## src/sv/svm_ram.sv

```systemverilog
// svm_ram: generic single-write, single-read ram with registered read data
// no dependencies
module svm_ram #(
  parameter int WIDTH = 16,
  parameter int DEPTH = 256
) (
  input  logic                     clk,
  input  logic                     we,
  input  logic [$clog2(DEPTH)-1:0] waddr,
  input  logic [WIDTH-1:0]         wdata,
  input  logic [$clog2(DEPTH)-1:0] raddr,
  output logic [WIDTH-1:0]         rdata
);
  logic [WIDTH-1:0] mem [DEPTH];

  always_ff @(posedge clk) begin
    if (we) begin
      mem[waddr] <= wdata;
    end
    rdata <= mem[raddr];
  end
endmodule

```

## config.mk

```make
export PLATFORM = sky130hd
export DESIGN_NAME = svm_ram
export DESIGN_NICKNAME = d
export VERILOG_FILES = /design/src/sv/svm_ram.sv
export SDC_FILE = /design/constraint.sdc
export NUM_CORES = 2
export LEC_CHECK = 0
export ABC_CLOCK_PERIOD_IN_PS = 2400
export BUFFER_PORTS_ARGS = -buffer_cell sky130_fd_sc_hd__buf_2
export CAP_MARGIN = 15
export CORE_UTILIZATION = 50
export DETAILED_ROUTE_END_ITERATION = 8
export PLACE_DENSITY = 0.73
export SYNTH_ARGS = -nofsm -noshare
export SYNTH_HDL_FRONTEND = slang
export SYNTH_SLANG_ARGS = --single-unit
```

## constraint.sdc

```tcl
create_clock -name clk -period 2.4 [get_ports clk]
set_clock_uncertainty 0.05 [all_clocks]
set_input_delay 0.24 -clock clk [delete_from_list [all_inputs] [get_ports clk]]
set_output_delay 0.24 -clock clk [all_outputs]
set_load 0.005 [all_outputs]
```

==> results <==
- The capturing element type of the critical path is a flip-flop.
- STA classifies the critical path startpoint as a flip-flop.
- Setup repair after global routing could not meet its margin everywhere.
- The cell area power density is about 800 mW/mm².
- The reported net switching power is 32.0 mW.
- Yosys printed 0 warnings.
- The average cell area after synthesis is around 22 µm².
- The latest clock arrival within the worst-skew pair is 0.95 ns.
- In the layout the commonest cells are 4096 x sky130_fd_sc_hd__edfxtp_1, 797 x sky130_fd_sc_hd__mux4_2, 782 x sky130_fd_sc_hd__buf_4, 565 x sky130_fd_sc_hd__mux2i_1, 405 x sky130_fd_sc_hd__clkbuf_16.
- The multi-input combinational cells in the finished layout cover a total of roughly 0.034 mm².
- The global route total overflow is 0.
- The die height is 565 µm.
- The number of levels the H-tree was split into is 5.
- The residual antenna-violating net count after detailed routing is 0.
- The reg-to-reg critical path startpoint is mem[55][7].
- Of the total power, combinational logic draws 5.8%.
- The leakage power is between 60 and 70 nW.
- The global-route usage over all layers is 26.7%.
- The final count of pins violating max slew came to 0.
- STA puts the critical path data required time at 3.12 ns.
- After layout, the design draws a total of 151 mW.
- The final critical path takes up 108% of the cycle.
- The region available for standard cell placement spans 0.315 mm².
- The final reports fail on negative setup slack.
- The floorplan step defined a die boundary enclosing ~0.32 mm².
- The total length of routed wires is between 400000 and 500000 µm.
- The final hold violation count is 0.
- The width of the chip is approximately 570 µm.
- In the routed layout, each cell is associated on average with a via count of 6.46.
- After technology mapping, the gate count stands at 7360.
- The wire length of the first global-routing pass is approximately 610000 µm.
- The type of the most critical hold path is in -> reg.
- The sequential power share is 52.6%.
- The switching share of total power is 21.2%.
- The signal arrival time at the worst endpoint is ~3.3 ns.
- The slack of the worst reg-to-reg path is -0.19 ns.
- The number of nets in the synthesized netlist is 7394.
- Across the run, the number of max-cap violations was 0.
- The count of buffers inserted at the top-level ports is slightly below 50.
- The TritonCTS clock tree is done.
- The number of antenna violations at the first check in global routing is 21.
- Across the whole layout, storage elements account for 0.123 mm².
- The final count of negative-setup-slack endpoints is 9.
- Subtracting the final worst setup slack from the clock period gives 2.59 ns.
- The finished cells cover 0.187 mm².
- For the pin with the worst max-slew slack, the measured transition is 1.25 ns.
- The most instantiated flip-flop cell in the synthesis netlist is sky130_fd_sc_hd__edfxtp_1.
- The number of global-route vias before repair is 83800.
- After detailed routing, the average wire length per cell comes to 33.1 µm.
- The async set-or-reset flop fraction in the synthesized netlist is 0%.
- After floorplanning, the core was divided into 206 placement rows.
- The number of fill cells is between 20000 and 25000.
- Entering global routing, the biggest net connects roughly 120 pins.
- Cells with a size suffix above 1 make up 30.8% of the layout.
- The first-pass detailed-route iteration total is 6.
- The top fanout value on the critical path is 1.
- The worst-case headroom to the max-slew limit is 15.9%.
- The initial standard-cell utilization of the core is 50.3%.
- Based on the critical path, the design can be clocked at up to 386 MHz.
- The count of different cell masters after synthesis is 52.
- The maximum clock path buffer count is 4.
- The relative contribution of the clock network to total power is roughly 42%.
- The cell sitting at the root of the clock tree is a sky130_fd_sc_hd__clkbuf_16.
- The critical setup path kind is reg -> reg.
- In this run, synthesis inferred just over 4000 flip-flops with an integrated enable.
- The worst setup margin is -0.190 ns.
- The most frequent standard cell in the layout excluding fill and tap cells is sky130_fd_sc_hd__edfxtp_1.
- For this design, the sink count on the clock tree is 4112.
- For this run, design rule violations remaining after detail routing come to 0.
- The share of synthesized area occupied by flip-flops and latches is 77.7%.
- The final estimated routing congestion in global placement is 0.943.
- For this design the top-level I/O count stands at 50.
- The area growth from synthesis to layout is 18.1%.
- The number of buffers created by CTS is 395.
- The final HPWL from detailed placement is 265000 µm.
- The post-synth design cell area is about 0.16 mm².
- The clock edge transition at the registers on the reported setup and hold paths is roughly 0.060 ns.
- The placed instances occupy a cell area of 0.174 mm².
- The worst hold path begins at waddr[0].
- After synthesis the netlist holds a flip-flop and latch count of 4112.
- Tracing the worst setup path back leads to its startpoint at mem[55][7].
- The initial detailed-routing violation count is 12700.
- The run finished, with violations left.
- The detailed router placed around 84000 vias in this run.
- The internal power is 119 mW.
- IR analysis of the VDD net gives a maximum drop of 0.668 mV.
- After the last flow step, the layout net total stands at 8486.
cells by family after synthesis:
kind of cell | synth area share [%]
AOI/OAI and AO/OA | 3.54
buffers and inverters | 1.69
DFF | 77.7
muxes | 15.5
and+or+nand+nor | 1.57
Yosys cell counts, types with 4 or more instances:
library cell	instances	share of area [%]
sky130_fd_sc_hd__a2111oi_0	6	0.033
sky130_fd_sc_hd__a211oi_1	18	0.085
sky130_fd_sc_hd__a21oi_1	175	0.55
sky130_fd_sc_hd__a221oi_1	28	0.15
sky130_fd_sc_hd__a22o_1	32	0.18
sky130_fd_sc_hd__a22oi_1	43	0.20
sky130_fd_sc_hd__a31oi_1	6	0.024
sky130_fd_sc_hd__and3_1	11	0.043
sky130_fd_sc_hd__buf_1	27	0.064
sky130_fd_sc_hd__buf_12	5	0.063
sky130_fd_sc_hd__buf_2	76	0.24
sky130_fd_sc_hd__buf_4	26	0.12
sky130_fd_sc_hd__buf_6	77	0.55
sky130_fd_sc_hd__buf_8	11	0.10
sky130_fd_sc_hd__clkbuf_1	230	0.54
sky130_fd_sc_hd__dfxtp_1	16	0.20
sky130_fd_sc_hd__edfxtp_1	4096	77
sky130_fd_sc_hd__mux2_2	88	0.62
sky130_fd_sc_hd__mux2i_1	565	3.6
sky130_fd_sc_hd__mux4_2	797	11
sky130_fd_sc_hd__nand2_1	38	0.090
sky130_fd_sc_hd__nand3_1	35	0.11
sky130_fd_sc_hd__nand4_1	26	0.10
sky130_fd_sc_hd__nor2_1	304	0.72
sky130_fd_sc_hd__nor2b_1	9	0.035
sky130_fd_sc_hd__nor3_1	92	0.29
sky130_fd_sc_hd__nor4_1	17	0.067
sky130_fd_sc_hd__o21ai_0	37	0.12
sky130_fd_sc_hd__o221ai_1	252	1.4
sky130_fd_sc_hd__o22ai_1	148	0.58
sky130_fd_sc_hd__o31ai_1	16	0.076
sky130_fd_sc_hd__o32ai_1	20	0.11
sky130_fd_sc_hd__or2_2	4	0.016
worst paths after layout:
kind / end / cells after the start
max: rdata[7] / 6
min: mem[163][8] / 4
max reg2reg: rdata[7] / 6
min reg2reg: rdata[1] / 6
final cells by class:
class,count,share of cell area (%)
Timing Repair Buffer,1147,6.61
Sequential cell,4112,65.8
Multi-Input combinational cell,2792,17.9
Clock inverter,239,1.32
Antenna cell,11,0.0147
Inverter,4,0.0147
Tap cell,4160,2.78
Clock buffer,479,5.59
registers in the layout, indices dropped and copies added, names as in the netlist:
register  count
mem        4096
rdata        16
routing by layer:
layer | vias up | global-route usage (%) | wire (µm)
met5 | - | 0 | 57
met4 | 8 | 11.8 | 21700
met1 | 43600 | 35.5 | 153000
li1 | 33500 | - | -
met2 | 5625 | 43.0 | 205000
met3 | 964 | 5.62 | 48400
power by group through the flow:
stage / clock network, mW / logic (mW) / registers, mW
final: 62.6 / 8.78 / 79.3
after floorplan: 0 / 3.91 / 80.7
after CTS: 62.9 / 8.60 / 79.3
after global placement: 0 / 8.16 / 80.8
after global routing: 65.6 / 9.02 / 79.3
after detailed placement: 0 / 8.35 / 80.8
critical path: stages, from the launching register on:
cell and delay [ns]:
sky130_fd_sc_hd__edfxtp_1 0.39, sky130_fd_sc_hd__mux4_2 0.49, sky130_fd_sc_hd__mux4_2 0.56, sky130_fd_sc_hd__a22o_4 0.34, sky130_fd_sc_hd__o32ai_4 0.40, sky130_fd_sc_hd__buf_6 0.17, sky130_fd_sc_hd__nor4_4 0.04
through the flow:
step	worst slack [ns]	util, %	hold WS, ns	cells	TNS, ns
2_1_floorplan	-0.0550	-	0.289	7360	-59.46
3_3_place_gp	-1.34	55.1	0.441	12200	-12.74
3_5_place_dp	-1.35	55.1	0.444	12200	-13.19
4_1_cts	-0.211	59.4	0.00823	12900	-0.752
5_1_grt	-0.159	59.5	0.0603	12900	-1.00
6_report	-0.190	59.5	0.0513	12900	-0.660
timing repair:
item                                    4_1_cts  5_1_grt
endpoints found under the setup margin       16       16
hold buffers                                 18        0
buffers inserted                              0        0
pin swaps                                    22       15
hold endpoints to repair                   1723        0
resized for setup                           104       35
Power figures use the tool's default switching activity.
