[src/sv/svm_pkg.sv]
// svm_pkg: shared types and constants of the sixteen-bit stack word machine
// used by svm_if.sv, svm_div.sv and sixteen_bit_stack_vm_core.sv
package svm_pkg;

  localparam int WordW = 16;

  // run status codes
  localparam logic [1:0] ST_RUN  = 2'd0;
  localparam logic [1:0] ST_HALT = 2'd1;
  localparam logic [1:0] ST_ERR  = 2'd2;

  // item operations
  localparam logic OPN_LOAD = 1'b0;
  localparam logic OPN_EXEC = 1'b1;

  // instruction opcodes
  localparam logic [WordW-1:0] OP_HALT = 16'd0;
  localparam logic [WordW-1:0] OP_SET  = 16'd1;
  localparam logic [WordW-1:0] OP_PUSH = 16'd2;
  localparam logic [WordW-1:0] OP_POP  = 16'd3;
  localparam logic [WordW-1:0] OP_EQ   = 16'd4;
  localparam logic [WordW-1:0] OP_GT   = 16'd5;
  localparam logic [WordW-1:0] OP_JMP  = 16'd6;
  localparam logic [WordW-1:0] OP_JT   = 16'd7;
  localparam logic [WordW-1:0] OP_JF   = 16'd8;
  localparam logic [WordW-1:0] OP_ADD  = 16'd9;
  localparam logic [WordW-1:0] OP_MULT = 16'd10;
  localparam logic [WordW-1:0] OP_MOD  = 16'd11;
  localparam logic [WordW-1:0] OP_AND  = 16'd12;
  localparam logic [WordW-1:0] OP_OR   = 16'd13;
  localparam logic [WordW-1:0] OP_NOT  = 16'd14;
  localparam logic [WordW-1:0] OP_RMEM = 16'd15;
  localparam logic [WordW-1:0] OP_WMEM = 16'd16;
  localparam logic [WordW-1:0] OP_CALL = 16'd17;
  localparam logic [WordW-1:0] OP_RET  = 16'd18;
  localparam logic [WordW-1:0] OP_OUT  = 16'd19;
  localparam logic [WordW-1:0] OP_IN   = 16'd20;
  localparam logic [WordW-1:0] OP_NOOP = 16'd21;

  localparam logic [WordW-1:0] EOF_WORD = 16'hFFFF;

  typedef struct packed {
    logic             start;
    logic [WordW-1:0] dividend;
    logic [WordW-1:0] divisor;
  } div_req_t;

  typedef struct packed {
    logic             done;
    logic [WordW-1:0] rem;
  } div_rsp_t;

endpackage

[src/sv/svm_div.sv]
// svm_div: restoring remainder unit, one quotient bit per cycle
// depends on svm_pkg for the request and response structs
module svm_div (
  input  logic               clk,
  input  logic               rst_n,
  input  svm_pkg::div_req_t  req,
  output svm_pkg::div_rsp_t  rsp
);
  import svm_pkg::*;

  logic             busy_r;
  logic             done_r;
  logic [3:0]       cnt_r;
  logic [WordW-1:0] q_r;
  logic [WordW-1:0] rem_r;
  logic [WordW-1:0] dsr_r;
  logic [WordW:0]   shifted;
  logic [WordW:0]   diff;
  logic             ge;

  assign shifted = {rem_r, q_r[WordW-1]};
  assign ge      = shifted >= {1'b0, dsr_r};
  assign diff    = shifted - {1'b0, dsr_r};

  always_ff @(posedge clk) begin
    if (!rst_n) begin
      busy_r <= 1'b0;
      done_r <= 1'b0;
      cnt_r  <= '0;
    end else begin
      done_r <= 1'b0;
      if (req.start) begin
        busy_r <= 1'b1;
        cnt_r  <= '0;
        q_r    <= req.dividend;
        rem_r  <= '0;
        dsr_r  <= req.divisor;
      end else if (busy_r) begin
        rem_r <= ge ? diff[WordW-1:0] : shifted[WordW-1:0];
        q_r   <= {q_r[WordW-2:0], 1'b0};
        cnt_r <= cnt_r + 4'd1;
        if (cnt_r == 4'd15) begin
          busy_r <= 1'b0;
          done_r <= 1'b1;
        end
      end
    end
  end

  assign rsp.done = done_r;
  assign rsp.rem  = rem_r;
endmodule

[config.mk]
export PLATFORM = sky130hd
export DESIGN_NAME = svm_div
export DESIGN_NICKNAME = d
export VERILOG_FILES = /design/src/sv/svm_pkg.sv /design/src/sv/svm_div.sv
export SDC_FILE = /design/constraint.sdc
export NUM_CORES = 1
export LEC_CHECK = 0
export ABC_AREA = 0
export BUFFER_PORTS_ARGS = -buffer_cell sky130_fd_sc_hd__buf_2
export CORE_MARGIN = 1
export CORE_UTILIZATION = 45
export CTS_BUF_LIST = sky130_fd_sc_hd__clkbuf_4 sky130_fd_sc_hd__clkbuf_8 sky130_fd_sc_hd__clkbuf_16
export DETAILED_ROUTE_END_ITERATION = 7
export PLACE_DENSITY = 0.71
export SYNTH_ARGS = -nofsm -noshare
export SYNTH_HDL_FRONTEND = slang
export SYNTH_SLANG_ARGS = --single-unit
[constraint.sdc]
create_clock -name clk -period 3.87 [get_ports clk]
set_clock_uncertainty 0.05 [all_clocks]
set_input_delay 0.387 -clock clk [delete_from_list [all_inputs] [get_ports clk]]
set_output_delay 0.387 -clock clk [all_outputs]
set_load 0.02 [all_outputs]
==> results.cfg, run 1 <==
[placement]
place_ws_ps = 713
dp_cells = 393
place_hpwl_um = 4550
io_buffers = 51
gp_congestion = 0.881

[worst_setup_path]
critPathLaunchType = register
crit_slowest_cell = nor3_2
crit_path_max_incr_delay_ps = 650
crit_path_cell_trace = ha_1 > a21o_1 > a211oi_1 > nand3_2 > nor3_2 > nor2_1 > a311oi_1
worst-setup-path-type = reg -> reg
arrival_ps = 3320
worst-path-max-fanout = 12
worstSetupEndpointType = register
crit_required_ps = 3960

[cells_and_area]
final_layout_size_suffix_gt1_share_pct = 25.0
nets = 376
fin_util_pct = 53.8
fillerInstances = 601
n_antenna_cell = 0
fin_cells = 401
area_delta_synth_final_pct = 13.7

[floorplanning]
ios = 52
dieArea_um2 = 7130
die_h_um = 84.5
die_w_um = 84.5
row_count = 29
core_area_um2 = 6460
start_util_pct = 47.4

[global_routing]
grt_pass1_wl_um = 10500
first_global_vias = 2202
grt_max_degree = 37
gr-total-overflow = 0
antenna_found_initial = 0
grt_use_total_pct = 18.7

[clock_tree]
cts_resized = 0
cts_buffers = 5
cts_hold_buf = 0
postCtsSetupBuffers = 0
cts_sinks = 54
clock-root-buffer = clkbuf_8
cts_tree = yes
clkSlewWorstSetupHoldPaths_ps = 110
htree_levels = 2
clock_latency_ps = 320
clockBufferDepth = 2

[sta]
finalSetupTns_ps = 0
rsz0062_at_grt = no
maxSlewViolCount = 0
period_needed_ps = 3230
hold_slack_ps = 186
setup_slack_ps = 644
timing_hold_violations_final = 0
period_share_pct = 83.4
clock.fmax_mhz = 310
slew_headroom_pct = 45.7
report.final.setup_viol = 0
tightest_slew_ps = 815

[yosys]
synth_area_um2 = 3060
syn_avg_cell_area_um2 = 11.2
ys_seq_area_share_pct = 51.0
synth_edf_count = 48
synthCells = 273
synthFlopType = edfxtp_1
async_flop_share_pct = 0
synth_warnings = 0
netlist-cell-type-count = 47
ys_ff_latch = 54
syn_nets = 326

[drt]
drc = 7
wl_um = 6370
drtIter0Drc = 276
vias = 2300
via_per_inst = 5.74
ant_nets = 0
avgRoutedWirePerCell_um = 15.9
drtPass1Iterations = 6

[run_status]
failed_checks = DRC
status = finished with violations

[power]
worst_ir_drop_vdd_uv = 215
power_density_nw_per_um2 = 430
leakage_uw = 0.00141

[min_path]
hold_class = in -> reg

[job]
drv_cap = 0
==> flip-flops by register name, indices dropped and copies added, names as in the netlist <==
name	cells
cnt_r	4
busy_r	1
dsr_r	16
q_r	16
done_r	1
rem_r	16
==> synthesized netlist by cell type (all sizes together), types with 2 or more instances <==
master	n	area, um2
a211oi	6	45.0
a21o	8	60.1
a21oi	24	120
a311oi	3	43.8
a31oi	2	12.5
and2	5	31.3
buf	2	12.5
clkbuf	7	26.3
dfxtp	6	120
edfxtp	48	1440
ha	17	213
inv	20	75.1
mux2	15	169
mux2i	2	20.0
nand2	10	37.5
nand2b	4	25.0
nand3	8	45.0
nand4	3	25.0
nor2	15	56.3
nor2b	2	12.5
nor3	6	35.0
o2111ai	6	52.6
o21a	5	37.5
o21ai	19	95.1
o31a	3	26.3
o32ai	2	17.5
or3	7	43.8
xnor2	4	35.0
xor2	3	26.3
==> worst max-delay path, delay by kind of cell (launching register included) <==
kind | cells | cell delay (ps)
compound gates | 3 | 940
fa+ha+maj | 1 | 390
simple gates | 3 | 1240
flops | 1 | 430
==> per-layer routing <==
| metal | up-vias | global-route usage, % | part of all wire (%) |
|---|---|---|---|
| li1 | 1132 | - | - |
| met5 | - | 0 | 0 |
| met2 | 67 | 30.6 | 48 |
| met3 | 13 | 3.93 | 5.7 |
| met1 | 1088 | 25.1 | 45 |
| met4 | 0 | 6.16 | 1.6 |
==> cell usage in the layout (no fill, tap or decap), types with 3 or more instances in the layout <==
master and n:
o21a_1 5, o2111ai_1 6, nand2b_1 4, a211oi_1 6, ha_1 17, o21ai_0 18
a21o_1 8, mux2_2 15, nand2_1 10, inv_1 20, nand3_1 7, xnor2_1 4
xor2_1 3, a21oi_1 24, o31a_1 3, and2_1 4, nor2_1 15, dfxtp_1 6
nor3_1 5, edfxtp_1 48, buf_2 51, clkbuf_8 5, or3_1 7
==> cell families (layout without fill, tap and decap cells) <==
logic type,count (synthesis),after routing,synth area share (%)
xor+xnor,7,7,2.00
fa+ha+maj,18,18,7.61
compound gates,84,84,18.3
mux,17,17,6.18
flops,54,54,51.0
simple gates,64,64,11.1
buf+inv,29,80,3.72
==> final timing paths <==
check | depth (start not counted) | from | slack [ps] | endpoint
hold / removal | 1 | req[12] | 190 | dsr_r[12]
hold reg to reg | 2 | cnt_r[3] | 440 | done_r
setup reg to reg | 7 | rem_r[13] | 640 | rem_r[14]
setup / recovery | 7 | rem_r[13] | 640 | rem_r[14]
==> per-stage QoR <==
| step | instance area [um2] | power, uW |
|---|---|---|
| global route | 3480 | 1580 |
| floorplan | 3060 | 1050 |
| finish | 3480 | 1490 |
| global placement | 3380 | 1160 |
| CTS | 3480 | 1510 |
| detailed placement | 3380 | 1160 |
==> cell type report <==
type / instances / area [um2] / share of cell area [%]
clock buffers: 5 / 68.8 / 1.98
repair buffers: 52 / 263 / 7.56
flip-flops and latches: 54 / 1560 / 44.9
multi-input cells: 190 / 1380 / 39.8
inverters: 20 / 75.1 / 2.16
clock inverters: 3 / 28.8 / 0.828
well taps: 77 / 96.3 / 2.77
==> power by group <==
| group | total [uW] | internal (uW) | switching, uW |
|---|---|---|---|
| Combinational | 436 | 172 | 264 |
| Clock | 342 | 136 | 206 |
| Sequential | 717 | 694 | 23.3 |
Note: power is estimated with default switching activity, not from simulation.
==> run 2, diff against run 1 <==
- ABC_AREA: 0 -> 1
- PLACE_DENSITY: 0.71 -> 0.7
- clock period: 3.87 -> 3.3 ns (I/O delays scaled with it)
==> run 2 against run 1 <==
Compared with the run above:
- the run now ends clean
- via count up 24%
- utilization down 0.83 points
- register-to-register slack better by 460 ps
- clock power up 15%
- critical path depth up 5
- combinational power up 57%
- worst setup slack better by 460 ps
- synthesized cell count up 61%
==> results.cfg, run 2 <==
[floorplanning]
die_w_um = 90.2
die_h_um = 90.2
row_count = 31
start_util_pct = 47.5
ios = 52
core_area_um2 = 7370
dieArea_um2 = 8140

[drt]
drtIter0Drc = 178
ant_nets = 0
wl_um = 7290
vias = 2856
via_per_inst = 4.85
avgRoutedWirePerCell_um = 12.4
drtPass1Iterations = 4
drc = 0

[yosys]
synthCells = 439
syn_avg_cell_area_um2 = 7.98
synth_most_common_cell = nand2_1
async_flop_share_pct = 0
synth_warnings = 0
ys_top_cells_by_area = edfxtp_1 (41%), nand2_1 (17%), inv_1 (7.1%), ha_1 (6.1%), nor2_1 (3.9%)
ys_seq_area_share_pct = 44.6
synthTopCellsByCount = nand2_1 (160), inv_1 (66), edfxtp_1 (48)
syn_nets = 492
synthFlopType = edfxtp_1
netlist-cell-type-count = 37
synth_area_um2 = 3500
yosysTopAreaCellShare_pct = 41.1
yosys.area.top_type = edfxtp_1
synth_edf_count = 48
ys_ff_latch = 54

[cells_and_area]
fin_util_pct = 53.0
fin_cells = 589
area_delta_synth_final_pct = 11.5
layout_common_cells = nand2_1 (160), inv_1 (66), buf_2 (51), edfxtp_1 (48), nor2_1 (36)
nets = 542
layout_commonest_cell = nand2_1
n_antenna_cell = 0
final_layout_size_suffix_gt1_share_pct = 19.6
reg.largest.list = dsr_r: 16 flops, q_r: 16 flops, rem_r: 16 flops
fillerInstances = 734

[worst_setup_path]
reg2reg_slack_ps = 1100
r2r_start = q_r[15]
worst-path-max-fanout = 4
worstSetupEndpointType = register
critPathLaunchType = register
arrival_ps = 2230
worst-setup-path-type = reg -> reg
rr_worst_depth = 12
r2r_end = rem_r[8]
crit_required_ps = 3330

[sta]
maxSlewViolCount = 0
slew_headroom_pct = 51.5
clock.fmax_mhz = 454
finalSetupTns_ps = 0
period_needed_ps = 2200
report.final.setup_viol = 0
timing_hold_violations_final = 0
rsz0062_at_grt = no
tightest_slew_ps = 727
setup_slack_ps = 1100
period_share_pct = 66.7

[global_routing]
grt_max_degree = 33
grt_pass1_wl_um = 12400
antenna_found_initial = 0
first_global_vias = 2798
gr-total-overflow = 0
grt_use_total_pct = 18.9

[placement]
dp_cells = 581
place_hpwl_um = 5510
place_ws_ps = 1110
gp_congestion = 0.891
io_buffers = 51

[min_path]
whs_endpoint = dsr_r[13]
hold_class = in -> reg
min_path_cells = 1
min_from = req[13]

[power]
worst_ir_drop_vdd_uv = 199
power_density_nw_per_um2 = 496
leakage_uw = 0.00198

[clock_tree]
cts_buffers = 5
cts_resized = 0
cts_tree = yes
cts_sinks = 54
postCtsSetupBuffers = 0
clkSlewWorstSetupHoldPaths_ps = 110
clockBufferDepth = 2
clock-root-buffer = clkbuf_8
cts_hold_buf = 0
clock_latency_ps = 310
htree_levels = 2

[job]
drv_cap = 0

[run_status]
status = finished clean
## run 2: cell types whose count changed after synthesis, sizes merged, moves of 12 or more
cell    previous run  this run
nand3b             0        12
a21oi             24        10
nand2             10       168
o21ai             19         1
inv               20        73
mux2              15         0
nor2              15        52
## run 2: per-stage QoR
| step | total power [uW] | hold slack (ps) | area, um2 |
|---|---|---|---|
| after floorplan | 1410 | 379 | 3500 |
| after global placement | 1550 | 442 | 3820 |
| after detailed placement | 1560 | 452 | 3820 |
| after CTS | 1940 | 132 | 3910 |
| after global routing | 2060 | 129 | 3910 |
| final | 1940 | 132 | 3910 |
## run 2: worst max-delay path: stages (launching register included)
cell and delay [ps]:
edfxtp_1 390, inv_1 100, ha_1 150, inv_1 90, fa_1 470, nand2_1 100, nand3_1 100, nand2_1 120
nor2_1 80, o21bai_1 120, nand2_1 70, nor2_2 90, nor2_1 40
## run 2: where the power goes
group	switching (uW)	leakage (uW)	internal [uW]
combinational	440	0.00141	244
sequential	33.1	0.000514	827
clock	233	0.0000490	160
total	706	0.00198	1230
## run 2: per-layer routing
metal | GRT usage [%] | vias up | wire (um)
li1 | - | 1466 | -
met4 | 5.24 | 0 | 81
met2 | 33.7 | 66 | 3490
met3 | 2.96 | 9 | 301
met5 | 0 | - | 0
met1 | 23.6 | 1315 | 3420
## run 2: worst max path at each step
stage / startpoint / slack, ps / cells past startpoint / end
after global routing: q_r[15] / 950 / 12 / rem_r[8]
final: q_r[15] / 1100 / 12 / rem_r[8]
after floorplan: rem_r[1] / 1220 / 12 / rem_r[1]
after detailed placement: q_r[15] / 1110 / 12 / rem_r[8]
after CTS: q_r[15] / 1110 / 12 / rem_r[8]
after global placement: q_r[15] / 1110 / 12 / rem_r[8]
## run 2: cell type report
type                    instances  area (um2)  area share, %
clock buffers                   6        76.3           1.95
clock inverters                 2        13.8          0.352
inverters                      73         279           7.14
multi-input cells             302        1580           40.5
flip-flops and latches         54        1560           40.0
well taps                      99         124           3.17
repair buffers                 53         270           6.92
## run 2: kinds of logic (layout without fill, tap and decap cells)
| family | count (synthesis) | count (layout) | share of synthesized area (%) |
|---|---|---|---|
| XOR/XNOR | 6 | 6 | 1.50 |
| buffers and inverters | 83 | 134 | 10.3 |
| adder cells (fa/ha/maj) | 18 | 18 | 6.64 |
| AND/OR/NAND/NOR | 265 | 265 | 34.9 |
| AO/OA/AOI/OAI | 13 | 13 | 2.11 |
| flip-flops | 54 | 54 | 44.6 |
